**src/hdl/bfbp_pkg.sv**
```systemverilog
// Shared types, constants and helpers of the bitmap font block parser.
`default_nettype none

package bfbp_pkg;

    // Width of the saturating byte position counter.
    localparam int POSITION_BITS = 24;
    localparam logic [POSITION_BITS-1:0] POS_MAX = {POSITION_BITS{1'b1}};

    // Width of the file length register.
    localparam int LEN_BITS = 24;

    // Width of the overflow sum: position plus a 32-bit block size, one carry bit.
    localparam int SUM_W = ((POSITION_BITS > 32) ? POSITION_BITS : 32) + 1;

    // Block layout.
    localparam int HDR_LEN     = 5;
    localparam int ENTRY_LEN   = 20;
    localparam int ENTRY_KEEP  = 18;
    localparam int METRIC_LEN  = 4;
    localparam int ENTRY_IDX_W = $clog2(ENTRY_LEN);

    localparam logic [2:0] HDR_LAST = 3'(HDR_LEN - 1);
    localparam logic [ENTRY_IDX_W-1:0] ENTRY_LAST  = ENTRY_IDX_W'(ENTRY_LEN - 1);
    localparam logic [ENTRY_IDX_W-1:0] METRIC_LAST = ENTRY_IDX_W'(METRIC_LEN - 1);
    localparam logic [ENTRY_IDX_W-1:0] METRIC_END  = ENTRY_IDX_W'(METRIC_LEN);

    localparam logic [7:0] BLK_COMMON = 8'd2;
    localparam logic [7:0] BLK_CHARS  = 8'd4;

    localparam logic [1:0] SIG_LAST = 2'd3;

    // Header byte slots inside the block header.
    localparam logic [2:0] HDR_TYPE  = 3'd0;
    localparam logic [2:0] HDR_SIZE0 = 3'd1;
    localparam logic [2:0] HDR_SIZE1 = 3'd2;
    localparam logic [2:0] HDR_SIZE2 = 3'd3;

    typedef enum logic [2:0] {
        KIND_GLYPH   = 3'd0,
        KIND_COMMON  = 3'd1,
        KIND_BAD_SIG = 3'd2,
        KIND_OVERRUN = 3'd3,
        KIND_DONE    = 3'd4
    } kind_t;

    typedef enum logic [3:0] {
        PH_SIG  = 4'b0001,
        PH_HEAD = 4'b0010,
        PH_BODY = 4'b0100,
        PH_HALT = 4'b1000
    } phase_t;

    typedef struct packed {
        logic       final_byte;
        logic [7:0] data_byte;
    } item_t;

    typedef struct packed {
        logic               file_done;
        logic [15:0]        base_line;
        logic [15:0]        line_pitch;
        logic signed [15:0] advance_x;
        logic signed [15:0] offset_y;
        logic signed [15:0] offset_x;
        logic [15:0]        glyph_height;
        logic [15:0]        glyph_width;
        logic [15:0]        atlas_y;
        logic [15:0]        atlas_x;
        logic [31:0]        glyph_id;
        kind_t              result_kind;
    } result_t;

    // Expected signature: 'B', 'M', 'F', 3.
    function automatic logic [7:0] sig_byte(input logic [1:0] idx);
        logic [7:0] val;
        case (idx)
            2'd0:    val = 8'h42;
            2'd1:    val = 8'h4D;
            2'd2:    val = 8'h46;
            default: val = 8'h03;
        endcase
        return val;
    endfunction

endpackage

`default_nettype wire

```
**src/hdl/bfbp_in_reg.sv**
```systemverilog
// Input register stage of the bitmap font block parser.
`default_nettype none

module bfbp_in_reg (
    input  wire logic          clk,
    input  wire logic          rst_n,
    input  wire logic          in_valid,
    output logic               in_ready,
    input  wire bfbp_pkg::item_t in_item,
    input  wire logic          proc_fire,
    output logic               hold_valid,
    output bfbp_pkg::item_t    hold_item
);
    import bfbp_pkg::*;

    logic  vld_reg;
    logic  vld_next;
    item_t item_reg;

    // Room when empty or when the held word moves on this cycle.
    assign in_ready = !vld_reg || proc_fire;

    always_comb
    begin
        vld_next = vld_reg;
        if (in_valid && in_ready)
        begin
            vld_next = 1'b1;
        end
        else if (proc_fire)
        begin
            vld_next = 1'b0;
        end
    end

    always_ff @(posedge clk or negedge rst_n)
    begin
        if (!rst_n)
        begin
            vld_reg <= 1'b0;
        end
        else
        begin
            vld_reg <= vld_next;
        end
    end

    always_ff @(posedge clk)
    begin
        if (in_valid && in_ready)
        begin
            item_reg <= in_item;
        end
    end

    assign hold_valid = vld_reg;
    assign hold_item  = item_reg;

endmodule

`default_nettype wire

```
**src/hdl/bfbp_parse.sv**
```systemverilog
// Per-byte parse state and result logic of the bitmap font block parser.
`default_nettype none

module bfbp_parse (
    input  wire logic                          clk,
    input  wire logic                          rst_n,
    input  wire logic                          fire,
    input  wire bfbp_pkg::item_t               item,
    input  wire logic [bfbp_pkg::LEN_BITS-1:0] file_length,
    output logic                               res_valid,
    output bfbp_pkg::result_t                  res
);
    import bfbp_pkg::*;

    phase_t                   phase_reg,   phase_next;
    logic [1:0]               sig_idx_reg, sig_idx_next;
    logic [POSITION_BITS-1:0] pos_reg,     pos_next;
    logic [7:0]               type_reg,    type_next;
    logic [31:0]              rem_reg,     rem_next;
    logic [2:0]               hdr_idx_reg, hdr_idx_next;
    logic [ENTRY_IDX_W-1:0]   ent_idx_reg, ent_idx_next;
    logic [7:0]               entry_reg [ENTRY_KEEP];

    logic [POSITION_BITS-1:0] pos_inc;
    logic [31:0]              size_full;
    logic [31:0]              rem_dec;
    logic [SUM_W-1:0]         end_pos;
    logic                     ent_wr;
    logic [7:0]               b;

    assign b         = item.data_byte;
    assign pos_inc   = (pos_reg == POS_MAX) ? pos_reg : pos_reg + POSITION_BITS'(1);
    assign size_full = {b, rem_reg[23:0]};
    assign rem_dec   = rem_reg - 32'd1;
    assign end_pos   = SUM_W'(pos_inc) + SUM_W'(size_full);

    always_comb
    begin
        phase_next   = phase_reg;
        sig_idx_next = sig_idx_reg;
        pos_next     = pos_inc;
        type_next    = type_reg;
        rem_next     = rem_reg;
        hdr_idx_next = hdr_idx_reg;
        ent_idx_next = ent_idx_reg;
        ent_wr       = 1'b0;
        res_valid    = 1'b0;
        res          = '0;
        res.result_kind = KIND_DONE;

        case (phase_reg)
            PH_SIG:
            begin
                if (b != sig_byte(sig_idx_reg))
                begin
                    res_valid       = 1'b1;
                    res.result_kind = KIND_BAD_SIG;
                    phase_next      = PH_HALT;
                end
                else if (sig_idx_reg == SIG_LAST)
                begin
                    phase_next   = PH_HEAD;
                    hdr_idx_next = '0;
                end
                else
                begin
                    sig_idx_next = sig_idx_reg + 2'd1;
                end
            end
            PH_HEAD:
            begin
                // The size is assembled in the remaining-count register.
                case (hdr_idx_reg)
                    HDR_TYPE:  type_next       = b;
                    HDR_SIZE0: rem_next[7:0]   = b;
                    HDR_SIZE1: rem_next[15:8]  = b;
                    HDR_SIZE2: rem_next[23:16] = b;
                    default:   rem_next        = rem_reg;
                endcase
                if (hdr_idx_reg == HDR_LAST)
                begin
                    hdr_idx_next = '0;
                    if (end_pos > SUM_W'(file_length))
                    begin
                        res_valid       = 1'b1;
                        res.result_kind = KIND_OVERRUN;
                        phase_next      = PH_HALT;
                    end
                    else
                    begin
                        rem_next     = size_full;
                        ent_idx_next = '0;
                        phase_next   = (size_full != 32'd0) ? PH_BODY : PH_HEAD;
                    end
                end
                else
                begin
                    hdr_idx_next = hdr_idx_reg + 3'd1;
                end
            end
            PH_BODY:
            begin
                rem_next = rem_dec;
                if (type_reg == BLK_COMMON)
                begin
                    if (ent_idx_reg < METRIC_END)
                    begin
                        ent_wr       = 1'b1;
                        ent_idx_next = ent_idx_reg + ENTRY_IDX_W'(1);
                        if (ent_idx_reg == METRIC_LAST)
                        begin
                            res_valid       = 1'b1;
                            res.result_kind = KIND_COMMON;
                            res.line_pitch  = {entry_reg[1], entry_reg[0]};
                            res.base_line   = {b, entry_reg[2]};
                        end
                    end
                end
                else if (type_reg == BLK_CHARS)
                begin
                    ent_wr = 1'b1;
                    if (ent_idx_reg == ENTRY_LAST)
                    begin
                        ent_idx_next     = '0;
                        res_valid        = 1'b1;
                        res.result_kind  = KIND_GLYPH;
                        res.glyph_id     = {entry_reg[3], entry_reg[2],
                                            entry_reg[1], entry_reg[0]};
                        res.atlas_x      = {entry_reg[5],  entry_reg[4]};
                        res.atlas_y      = {entry_reg[7],  entry_reg[6]};
                        res.glyph_width  = {entry_reg[9],  entry_reg[8]};
                        res.glyph_height = {entry_reg[11], entry_reg[10]};
                        res.offset_x     = {entry_reg[13], entry_reg[12]};
                        res.offset_y     = {entry_reg[15], entry_reg[14]};
                        res.advance_x    = {entry_reg[17], entry_reg[16]};
                    end
                    else
                    begin
                        ent_idx_next = ent_idx_reg + ENTRY_IDX_W'(1);
                    end
                end
                if (rem_dec == 32'd0)
                begin
                    phase_next = PH_HEAD;
                end
            end
            default:
            begin
                phase_next = phase_reg;
            end
        endcase

        // The final byte always reports and restarts parsing for the next file.
        if (item.final_byte)
        begin
            if (!res_valid)
            begin
                res_valid       = 1'b1;
                res.result_kind = (phase_next == PH_SIG) ? KIND_BAD_SIG : KIND_DONE;
            end
            res.file_done = 1'b1;
            phase_next    = PH_SIG;
            sig_idx_next  = '0;
            pos_next      = '0;
            type_next     = '0;
            rem_next      = '0;
            hdr_idx_next  = '0;
            ent_idx_next  = '0;
        end
    end

    always_ff @(posedge clk or negedge rst_n)
    begin
        if (!rst_n)
        begin
            phase_reg   <= PH_SIG;
            sig_idx_reg <= '0;
            pos_reg     <= '0;
            type_reg    <= '0;
            rem_reg     <= '0;
            hdr_idx_reg <= '0;
            ent_idx_reg <= '0;
        end
        else if (fire)
        begin
            phase_reg   <= phase_next;
            sig_idx_reg <= sig_idx_next;
            pos_reg     <= pos_next;
            type_reg    <= type_next;
            rem_reg     <= rem_next;
            hdr_idx_reg <= hdr_idx_next;
            ent_idx_reg <= ent_idx_next;
        end
    end

    // Entry bytes are always written before they are read; no reset needed.
    always_ff @(posedge clk)
    begin
        for (int i = 0; i < ENTRY_KEEP; i++)
        begin
            if (fire && ent_wr && ent_idx_reg == ENTRY_IDX_W'(i))
            begin
                entry_reg[i] <= b;
            end
        end
    end

`ifndef SYNTHESIS
    a_hdr_idx_range: assert property (@(posedge clk) disable iff (!rst_n)
        hdr_idx_reg <= HDR_LAST)
        else $error("header byte index out of range");

    a_ent_idx_range: assert property (@(posedge clk) disable iff (!rst_n)
        ent_idx_reg <= ENTRY_LAST)
        else $error("entry byte index out of range");

    a_body_nonempty: assert property (@(posedge clk) disable iff (!rst_n)
        phase_reg == PH_BODY |-> rem_reg != 32'd0)
        else $error("body phase with no bytes left");

    a_final_restart: assert property (@(posedge clk) disable iff (!rst_n)
        fire && item.final_byte |=> phase_reg == PH_SIG && pos_reg == '0)
        else $error("parser did not restart after the final byte");
`endif

endmodule

`default_nettype wire

```
**src/hdl/bfbp_out_reg.sv**
```systemverilog
// Result register stage of the bitmap font block parser.
`default_nettype none

module bfbp_out_reg (
    input  wire logic                clk,
    input  wire logic                rst_n,
    input  wire logic                hold_valid,
    output logic                     proc_fire,
    input  wire logic                res_valid,
    input  wire bfbp_pkg::result_t   res,
    output logic                     out_valid,
    input  wire logic                out_ready,
    output bfbp_pkg::result_t        out_res
);
    import bfbp_pkg::*;

    logic    vld_reg;
    logic    vld_next;
    result_t res_reg;

    // A held byte is processed when the result slot is free or drains now.
    assign proc_fire = hold_valid && (!vld_reg || out_ready);

    always_comb
    begin
        vld_next = vld_reg;
        if (proc_fire)
        begin
            vld_next = res_valid;
        end
        else if (out_ready)
        begin
            vld_next = 1'b0;
        end
    end

    always_ff @(posedge clk or negedge rst_n)
    begin
        if (!rst_n)
        begin
            vld_reg <= 1'b0;
        end
        else
        begin
            vld_reg <= vld_next;
        end
    end

    always_ff @(posedge clk)
    begin
        if (proc_fire && res_valid)
        begin
            res_reg <= res;
        end
    end

    assign out_valid = vld_reg;
    assign out_res   = res_reg;

endmodule

`default_nettype wire

```
**src/hdl/bitmap_font_block_parser_unit.sv**
```systemverilog
// Top level of the bitmap font block parser.
`default_nettype none

// Byte-serial parser for binary bitmap-font files (version 3 layout). Each input
// word carries one file byte, with tlast on the final byte. The first four bytes
// must read 'B', 'M', 'F', 3; after them come blocks of a type byte, a
// little-endian 32-bit size and the body. A common block (type 2) yields one
// metrics word with line height and base; a chars block (type 4) yields one
// glyph word per complete 20-byte entry. A wrong signature yields a bad
// signature word, and a block header whose block would run past file_length
// yields an overflow word; after either, bytes are ignored until the final byte.
// The final byte always yields a word with tlast set (a bad signature word if
// the file ends inside the signature, otherwise a done word if nothing else came
// from it) and restarts the parser; file_length is kept. While the output is
// not stalled, throughput is one byte per clock: every byte updates the parse
// state with a small counter and field step between the input register and
// the result register, which holds the result of the byte for the output. The
// input stalls only while a finished result waits at the output and the byte
// held in the input register must be processed. Write file_length on the
// configuration channel only while the parser is idle.
module bitmap_font_block_parser_unit (
    input  wire logic         clk,
    input  wire logic         rst_n,

    // Configuration: file_length.
    input  wire logic         cfg_valid,
    output logic              cfg_ready,
    input  wire logic [23:0]  cfg_data,      // file_length[23:0]

    // Input stream.
    input  wire logic         s_axis_tvalid,
    output logic              s_axis_tready,
    input  wire logic [7:0]   s_axis_tdata,  // data_byte[7:0]
    input  wire logic         s_axis_tlast,  // final_byte

    // Result stream.
    output logic              m_axis_tvalid,
    input  wire logic         m_axis_tready,
    // glyph_id[31:0], atlas_x[47:32], atlas_y[63:48], glyph_width[79:64],
    // glyph_height[95:80], offset_x[111:96], offset_y[127:112],
    // advance_x[143:128], line_pitch[159:144], base_line[175:160]
    output logic [175:0]      m_axis_tdata,
    output logic [2:0]        m_axis_tuser,  // result_kind[2:0]
    output logic              m_axis_tlast   // file_done
);
    import bfbp_pkg::*;

    logic [LEN_BITS-1:0] file_length_reg;
    item_t               in_item;
    item_t               hold_item;
    logic                hold_valid;
    logic                proc_fire;
    logic                res_valid;
    result_t             res;
    result_t             out_res;

    // The register is always ready to be written.
    assign cfg_ready = 1'b1;

    always_ff @(posedge clk or negedge rst_n)
    begin
        if (!rst_n)
        begin
            file_length_reg <= '0;
        end
        else if (cfg_valid && cfg_ready)
        begin
            file_length_reg <= cfg_data;
        end
    end

    assign in_item.data_byte  = s_axis_tdata;
    assign in_item.final_byte = s_axis_tlast;

    bfbp_in_reg u_in_reg (
        .clk        (clk),
        .rst_n      (rst_n),
        .in_valid   (s_axis_tvalid),
        .in_ready   (s_axis_tready),
        .in_item    (in_item),
        .proc_fire  (proc_fire),
        .hold_valid (hold_valid),
        .hold_item  (hold_item)
    );

    bfbp_parse u_parse (
        .clk         (clk),
        .rst_n       (rst_n),
        .fire        (proc_fire),
        .item        (hold_item),
        .file_length (file_length_reg),
        .res_valid   (res_valid),
        .res         (res)
    );

    bfbp_out_reg u_out_reg (
        .clk        (clk),
        .rst_n      (rst_n),
        .hold_valid (hold_valid),
        .proc_fire  (proc_fire),
        .res_valid  (res_valid),
        .res        (res),
        .out_valid  (m_axis_tvalid),
        .out_ready  (m_axis_tready),
        .out_res    (out_res)
    );

    // Pack the result fields, first field in the lowest bits.
    assign m_axis_tdata = {out_res.base_line, out_res.line_pitch, out_res.advance_x,
                           out_res.offset_y, out_res.offset_x, out_res.glyph_height,
                           out_res.glyph_width, out_res.atlas_y, out_res.atlas_x,
                           out_res.glyph_id};
    assign m_axis_tuser = out_res.result_kind;
    assign m_axis_tlast = out_res.file_done;

`ifndef SYNTHESIS
    a_stall_blocks_input: assert property (@(posedge clk) disable iff (!rst_n)
        hold_valid && m_axis_tvalid && !m_axis_tready |-> !s_axis_tready)
        else $error("input accepted while the pipeline is blocked");

    a_fire_needs_word: assert property (@(posedge clk) disable iff (!rst_n)
        proc_fire |-> hold_valid)
        else $error("processing without a held word");

    a_result_from_fire: assert property (@(posedge clk) disable iff (!rst_n)
        $rose(m_axis_tvalid) |-> $past(proc_fire))
        else $error("result appeared without a processed word");
`endif

endmodule

`default_nettype wire

```
**config.mk**
```make
export PLATFORM = sky130hd
export DESIGN_NAME = bitmap_font_block_parser_unit
export DESIGN_NICKNAME = d
export VERILOG_FILES = /design/src/hdl/bfbp_pkg.sv /design/src/hdl/bfbp_in_reg.sv /design/src/hdl/bfbp_parse.sv /design/src/hdl/bfbp_out_reg.sv /design/src/hdl/bitmap_font_block_parser_unit.sv
export SDC_FILE = /design/constraint.sdc
export NUM_CORES = 1
export LEC_CHECK = 0
export ABC_CLOCK_PERIOD_IN_PS = 41200
export BUFFER_PORTS_ARGS = -buffer_cell sky130_fd_sc_hd__buf_2
export CORE_MARGIN = 8
export CORE_UTILIZATION = 44
export CTS_BUF_LIST = sky130_fd_sc_hd__clkbuf_4 sky130_fd_sc_hd__clkbuf_8 sky130_fd_sc_hd__clkbuf_16
export DETAILED_ROUTE_END_ITERATION = 12
export SLEW_MARGIN = 0
export SYNTH_ARGS = -nofsm -noshare
export SYNTH_HDL_FRONTEND = slang
export SYNTH_SLANG_ARGS = --single-unit
```
**constraint.sdc**
```tcl
create_clock -name clk -period 41.2 [get_ports clk]
set_clock_uncertainty 0.05 [all_clocks]
set_input_delay 10.3 -clock clk [delete_from_list [all_inputs] [get_ports clk]]
set_output_delay 10.3 -clock clk [all_outputs]
set_load 0.01 [all_outputs]
```
==> results of run 1 <==
## area by class of cell
type                       instances  area (µm²)
clock inverter                    26         250
timing repair buffer             237        1250
multi-input combinational       1051        6810
tap                              600         751
fill                            3963       21900
clock buffer                      58        1250
sequential                       437       12600
inverter                          61         229
## metrics by stage
stage / util, % / total power [µW] / setup slack, ps / hold WS, ps
global route: 51.4 / 1140 / 19950 / 473
CTS: 51.4 / 1110 / 19980 / 452
floorplan: - / 639 / 20260 / 414
global placement: 48.1 / 693 / 20000 / 433
finish: 51.4 / 1090 / 19990 / 453
detailed placement: 48.1 / 695 / 19990 / 438
## worst max-delay path: stages
cell and delay, ps:
buf_2 100, nor2b_1 200, nand2_1 120, buf_2 150
## how the worst max path moves through the flow
stage               endpoint  depth (start not counted)
3_5_place_dp   s_axis_tready                          4
5_1_grt        s_axis_tready                          4
2_1_floorplan  s_axis_tready                          2
3_3_place_gp   s_axis_tready                          4
4_1_cts        s_axis_tready                          4
6_report       s_axis_tready                          4
## cell usage after synthesis, types with 6 or more instances
cell type | instances | share of area [%]
nor2_1 | 91 | 1.7
nor4b_1 | 7 | 0.31
nand2b_1 | 10 | 0.31
o21a_1 | 14 | 0.53
nor3_1 | 41 | 1.0
edfxtp_1 | 333 | 50
and3_1 | 12 | 0.38
inv_1 | 60 | 1.1
nor4_1 | 16 | 0.50
xnor2_1 | 32 | 1.4
o22ai_1 | 13 | 0.41
and2_1 | 193 | 6.1
ha_1 | 64 | 4.0
nand3_1 | 20 | 0.50
nand2_1 | 118 | 2.2
o211ai_1 | 8 | 0.30
o21ai_0 | 77 | 1.9
clkbuf_1 | 66 | 1.2
xor2_1 | 28 | 1.2
a22o_1 | 20 | 0.88
a21o_1 | 10 | 0.38
nor2b_1 | 8 | 0.25
dfrtp_1 | 103 | 13
a21oi_1 | 67 | 1.7
mux2i_1 | 14 | 0.70
o221ai_1 | 6 | 0.26
a22oi_1 | 14 | 0.53
nand4_1 | 34 | 1.1
o21ai_1 | 19 | 0.48
or3_1 | 9 | 0.28
a31oi_1 | 11 | 0.35
a211oi_1 | 9 | 0.34
## per-layer routing
| layer | share of wire [%] | vias up | wire length, µm | global-route usage [%] |
|---|---|---|---|---|
| met2 | 47 | 411 | 23600 | 30.1 |
| met5 | 0.026 | - | 13 | 0 |
| met3 | 6.4 | 68 | 3180 | 3.83 |
| li1 | - | 6375 | - | - |
| met1 | 45 | 6511 | 22300 | 25.3 |
| met4 | 1.7 | 2 | 847 | 4.85 |
## kinds of logic after synthesis
kind of cell | synth area share (%)
muxes | 1.04
AOI/OAI and AO/OA | 10.0
DFF | 63.3
other | 0.0188
and+or+nand+nor | 16.2
adders and majority gates | 4.12
buffers and inverters | 2.63
xor gates and xnor gates | 2.64
## power groups by stage
stage | Sequential [µW] | Clock, µW | Combinational [µW]
floorplan | 580 | 0 | 58.7
global placement | 553 | 0 | 140
detailed placement | 554 | 0 | 142
CTS | 545 | 419 | 142
global route | 548 | 435 | 153
finish | 545 | 410 | 139
==> results_dict.tcl, run 1 <==
set metrics [dict create \
    outcome "finished clean" \
    fin_crit_ps 21210 \
    min_path_cells 1 \
    gp_routability_congestion 0.872 \
    path_class "primary input to output pin" \
    max_clock_freq_mhz 47.1 \
    syn_area_per_cell_um2 12.3 \
    grt_overflow 0 \
    pwr-share-clk_pct 37.5 \
    fin_cells 2470 \
    drc 0 \
    pin_count 221 \
    num_rows 78 \
    syn2layout_area_growth_pct 16.2 \
    die_area_um2 52300 \
    layout_common_cells "333 x edfxtp_1, 218 x buf_2, 193 x and2_1" \
    p_int_uw 811 \
    min-delay-start "u_parse.type_reg[7]$_DFFE_PN0P_" \
    synth_fp_nets 1727 \
    switching_power_uw 282 \
    drv_cap 0 \
    rsz0062_at_grt "false" \
    ys_warn_count 0 \
    hold_class "flop to flop" \
    grt_pass1_vias 13100 \
    worst_pin_slew_ps 1180 \
    cp_max_fo 4 \
    fin_setup_tns_ps 0 \
    r2r_cells 25 \
    cts_max_level 2 \
    drt_iter0_markers 1029 \
    cp.arrival_ps 10860 \
    cts_root_buf "clkbuf_16" \
    synthDistinctLibCells 84 \
    cts_resized 0 \
    ys_seq_area_share_pct 63.3 \
    viasPerCell 5.41 \
    syn_inst 1624 \
    finalCritPeriodShare_pct 51.5 \
    p_comb_share_pct 12.7 \
    stdcell_area_um2 23100 \
    die-width_um 229 \
    relSlewSlack_pct 21.5 \
    postRouteAntennaNets 0 \
    initial_core_util_pct 44.3 \
    clock-sinks 437 \
    leakage_uw 0.00932 \
    holdPathEnd "u_parse.type_reg[7]$_DFFE_PN0P_" \
    core-area_um2 45000 \
    startpoint "m_axis_tready" \
    hpwl_mm 33.2 \
    vdd_drop_max_mv 0.0325 \
    largest_reg_flops 144 \
    antenna_found_initial 1 \
    grt_usage_pct 18.6 \
    mostFrequentLayoutCell "edfxtp_1" \
    ys_ff_latch 437 \
    setup_viol 0 \
    synth_edf_count 333 \
    grt_pass1_wl_mm 77.4 \
    hold_buffers 0 \
    cts_buffers 46 \
    die_h_um 229 \
    async_reset_ff_share_pct 23.8 \
    insertion_delay_ps 580 \
    n_antenna_cell 0 \
    grt_max_degree 181 \
    path_clk_slew_ps 60 \
    fin_nets 1937 \
    slew_violations 0 \
    cts_buffer_depth 3 \
    wl_per_cell_um 20.2 \
    r2r-end "m_axis_tdata[114]$_SDFFCE_PP0P_" \
    final_layout_size_suffix_gt1_share_pct 18.1 \
    wl_mm 49.9 \
    reg2reg_slack_ps 33000 \
    p_seq_share_pct 49.8 \
    worstPathRequired_ps 30850 \
    worstSetupEndpointType "output pin" \
    switching_share_pct 25.8 \
    hold_violations 0 \
    dp_cells 2386 \
    start_kind "primary input" \
    syn-cell-area_um2 19900 \
    r2r_start "u_parse.pos_reg[3]$_DFFE_PN0P_" \
    post_cts_buffers 0 \
    num_vias 13400 \
    synth_flop_cell "edfxtp_1" \
    power_density_nw_per_um2 47.2 \
    placed_area_um2 21600 \
    cts_tree "done" \
    io_buffers 219 \
    drtPass1Iterations 5 \
]
Note: power is estimated with default switching activity, not from simulation.
==> run 2, diff against run 1 <==
ABC_CLOCK_PERIOD_IN_PS = 20100   (was 41200)
clock period = 20.1 ns   (was 41.2 ns; I/O delays follow)
==> run 2 against run 1 <==
Compared with the run above: wire length down 0.32%; highest routed layer is now met4; final cell count about the same; via count shrank 0.69%; largest cell class unchanged; power is 110% higher; clock power rose by 110%; register-to-register slack worse by 21000 ps; worst setup slack lost 11000 ps.
==> results_dict.tcl, run 2 (synthesized netlist as in run 1, its figures left out) <==
set metrics [dict create \
    drv_cap 0 \
    r2r_start "u_parse.pos_reg[3]$_DFFE_PN0P_" \
    startpoint "m_axis_tready" \
    dp_cells 2385 \
    grt_max_degree 181 \
    fin_setup_tns_ps 0 \
    clock-sinks 437 \
    hold_violations 0 \
    largest_reg_flops 144 \
    drc 0 \
    worstPathRequired_ps 15030 \
    r2r_cells 26 \
    layout_common_cells "333 x edfxtp_1, 218 x buf_2, 193 x and2_1" \
    hold_class "flop to flop" \
    start_kind "primary input" \
    relSlewSlack_pct 21.6 \
    slowest_stage "nor2b_1" \
    slew_violations 0 \
    seq_area_um2 12600 \
    final_layout_size_suffix_gt1_share_pct 18.1 \
    crit_top_cell "buf_2" \
    n_antenna_cell 0 \
    drtPass1Iterations 5 \
    path_clk_slew_ps 60 \
    grt_pass1_vias 12900 \
    core-area_um2 45000 \
    r2r-end "m_axis_tdata[26]$_SDFFCE_PP0P_" \
    die-width_um 229 \
    pin_count 221 \
    die_area_um2 52300 \
    setup_viol 0 \
    worst_path_largest_cell_delay_ps 200 \
    mostFrequentLayoutCell "edfxtp_1" \
    grt_usage_pct 18.4 \
    wl_per_cell_um 20.2 \
    antenna_found_initial 0 \
    grt_pass1_wl_mm 76.5 \
    reg2reg_slack_ps 12130 \
    drt_iter0_markers 1016 \
    cts_root_buf "clkbuf_16" \
    fin_crit_ps 10670 \
    worst_pin_slew_ps 1170 \
    worstSetupEndpointType "output pin" \
    holdWs_ps 457 \
    gp_routability_congestion 0.860 \
    fin_nets 1937 \
    total_power_uw 2260 \
    num_vias 13300 \
    post-route-util_pct 51.5 \
    fin_cells 2468 \
    outcome "finished clean" \
    grt_overflow 0 \
    postRouteAntennaNets 0 \
    cts_buffer_depth 3 \
    fillCellCount 3927 \
    wl_mm 49.8 \
    insertion_delay_ps 580 \
    vdd_drop_max_mv 0.0663 \
    cp_max_fo 4 \
    leakage_uw 0.00933 \
    viasPerCell 5.38 \
    post_cts_buffers 0 \
    multi_input_area_um2 6810 \
    cts_resized 0 \
    cts_max_level 2 \
    die_h_um 229 \
    io_buffers 219 \
    cts_buffers 47 \
    num_rows 78 \
    cp.arrival_ps 5590 \
    initial_core_util_pct 44.3 \
    hpwl_mm 33.4 \
    hold_buffers 0 \
    finalCritPeriodShare_pct 53.1 \
    power_density_nw_per_um2 97.7 \
    path_class "primary input to output pin" \
    max_clock_freq_mhz 93.8 \
    path_cells "buf_2 > nor2b_1 > nand2_1 > buf_2" \
    cts_tree "done" \
    critPathCapture "s_axis_tready" \
    syn2layout_area_growth_pct 16.4 \
    rsz0062_at_grt "false" \
]
run 2: worst max-delay path, delay by kind of cell:
family | cells | cell delay [ps]
AND/OR/NAND/NOR | 2 | 320
buffers and inverters | 2 | 260
run 2: metrics by stage:
stage / cell area (µm²) / setup WS (ps)
global route: 23200 / 9380
global placement: 21600 / 9460
finish: 23200 / 9430
detailed placement: 21600 / 9450
CTS: 23200 / 9440
floorplan: 19900 / 4920
run 2: power by group:
part | leakage, µW | internal (µW) | switching [µW]
logic | 0.00402 | 90.7 | 193
registers | 0.00454 | 1080 | 39.6
clock network | 0.000770 | 518 | 345
total | 0.00933 | 1690 | 577
run 2: how the worst min path moves through the flow:
stage,startpoint,to,slack [ps],cells past startpoint
after floorplan,u_parse.type_reg[6]$_DFFE_PN0P_,u_parse.type_reg[6]$_DFFE_PN0P_,410,1
after global placement,u_parse.type_reg[6]$_DFFE_PN0P_,u_parse.type_reg[6]$_DFFE_PN0P_,430,1
after detailed placement,u_parse.type_reg[6]$_DFFE_PN0P_,u_parse.type_reg[6]$_DFFE_PN0P_,430,1
after CTS,u_parse.type_reg[6]$_DFFE_PN0P_,u_parse.type_reg[6]$_DFFE_PN0P_,450,1
after global routing,u_parse.entry_reg[7][4]$_DFFE_PP_,m_axis_tdata[60]$_SDFFCE_PP0P_,470,1
final,u_parse.type_reg[6]$_DFFE_PN0P_,u_parse.type_reg[6]$_DFFE_PN0P_,460,1
run 2: layout make-up:
| class | instances | share of cell area [%] |
|---|---|---|
| Sequential cell | 437 | 54.4 |
| Multi-Input combinational cell | 1051 | 29.4 |
| Clock buffer | 60 | 5.57 |
| Timing Repair Buffer | 236 | 5.34 |
| Tap cell | 600 | 3.24 |
| Clock inverter | 23 | 1.13 |
| Inverter | 61 | 0.988 |
run 2: routing by layer:
metal	vias up	track usage (%)	wire length [µm]
met5	-	0	0
met4	0	5.33	1120
met3	71	4.14	3340
met2	401	29.4	23200
met1	6458	25.1	22100
li1	6345	-	-
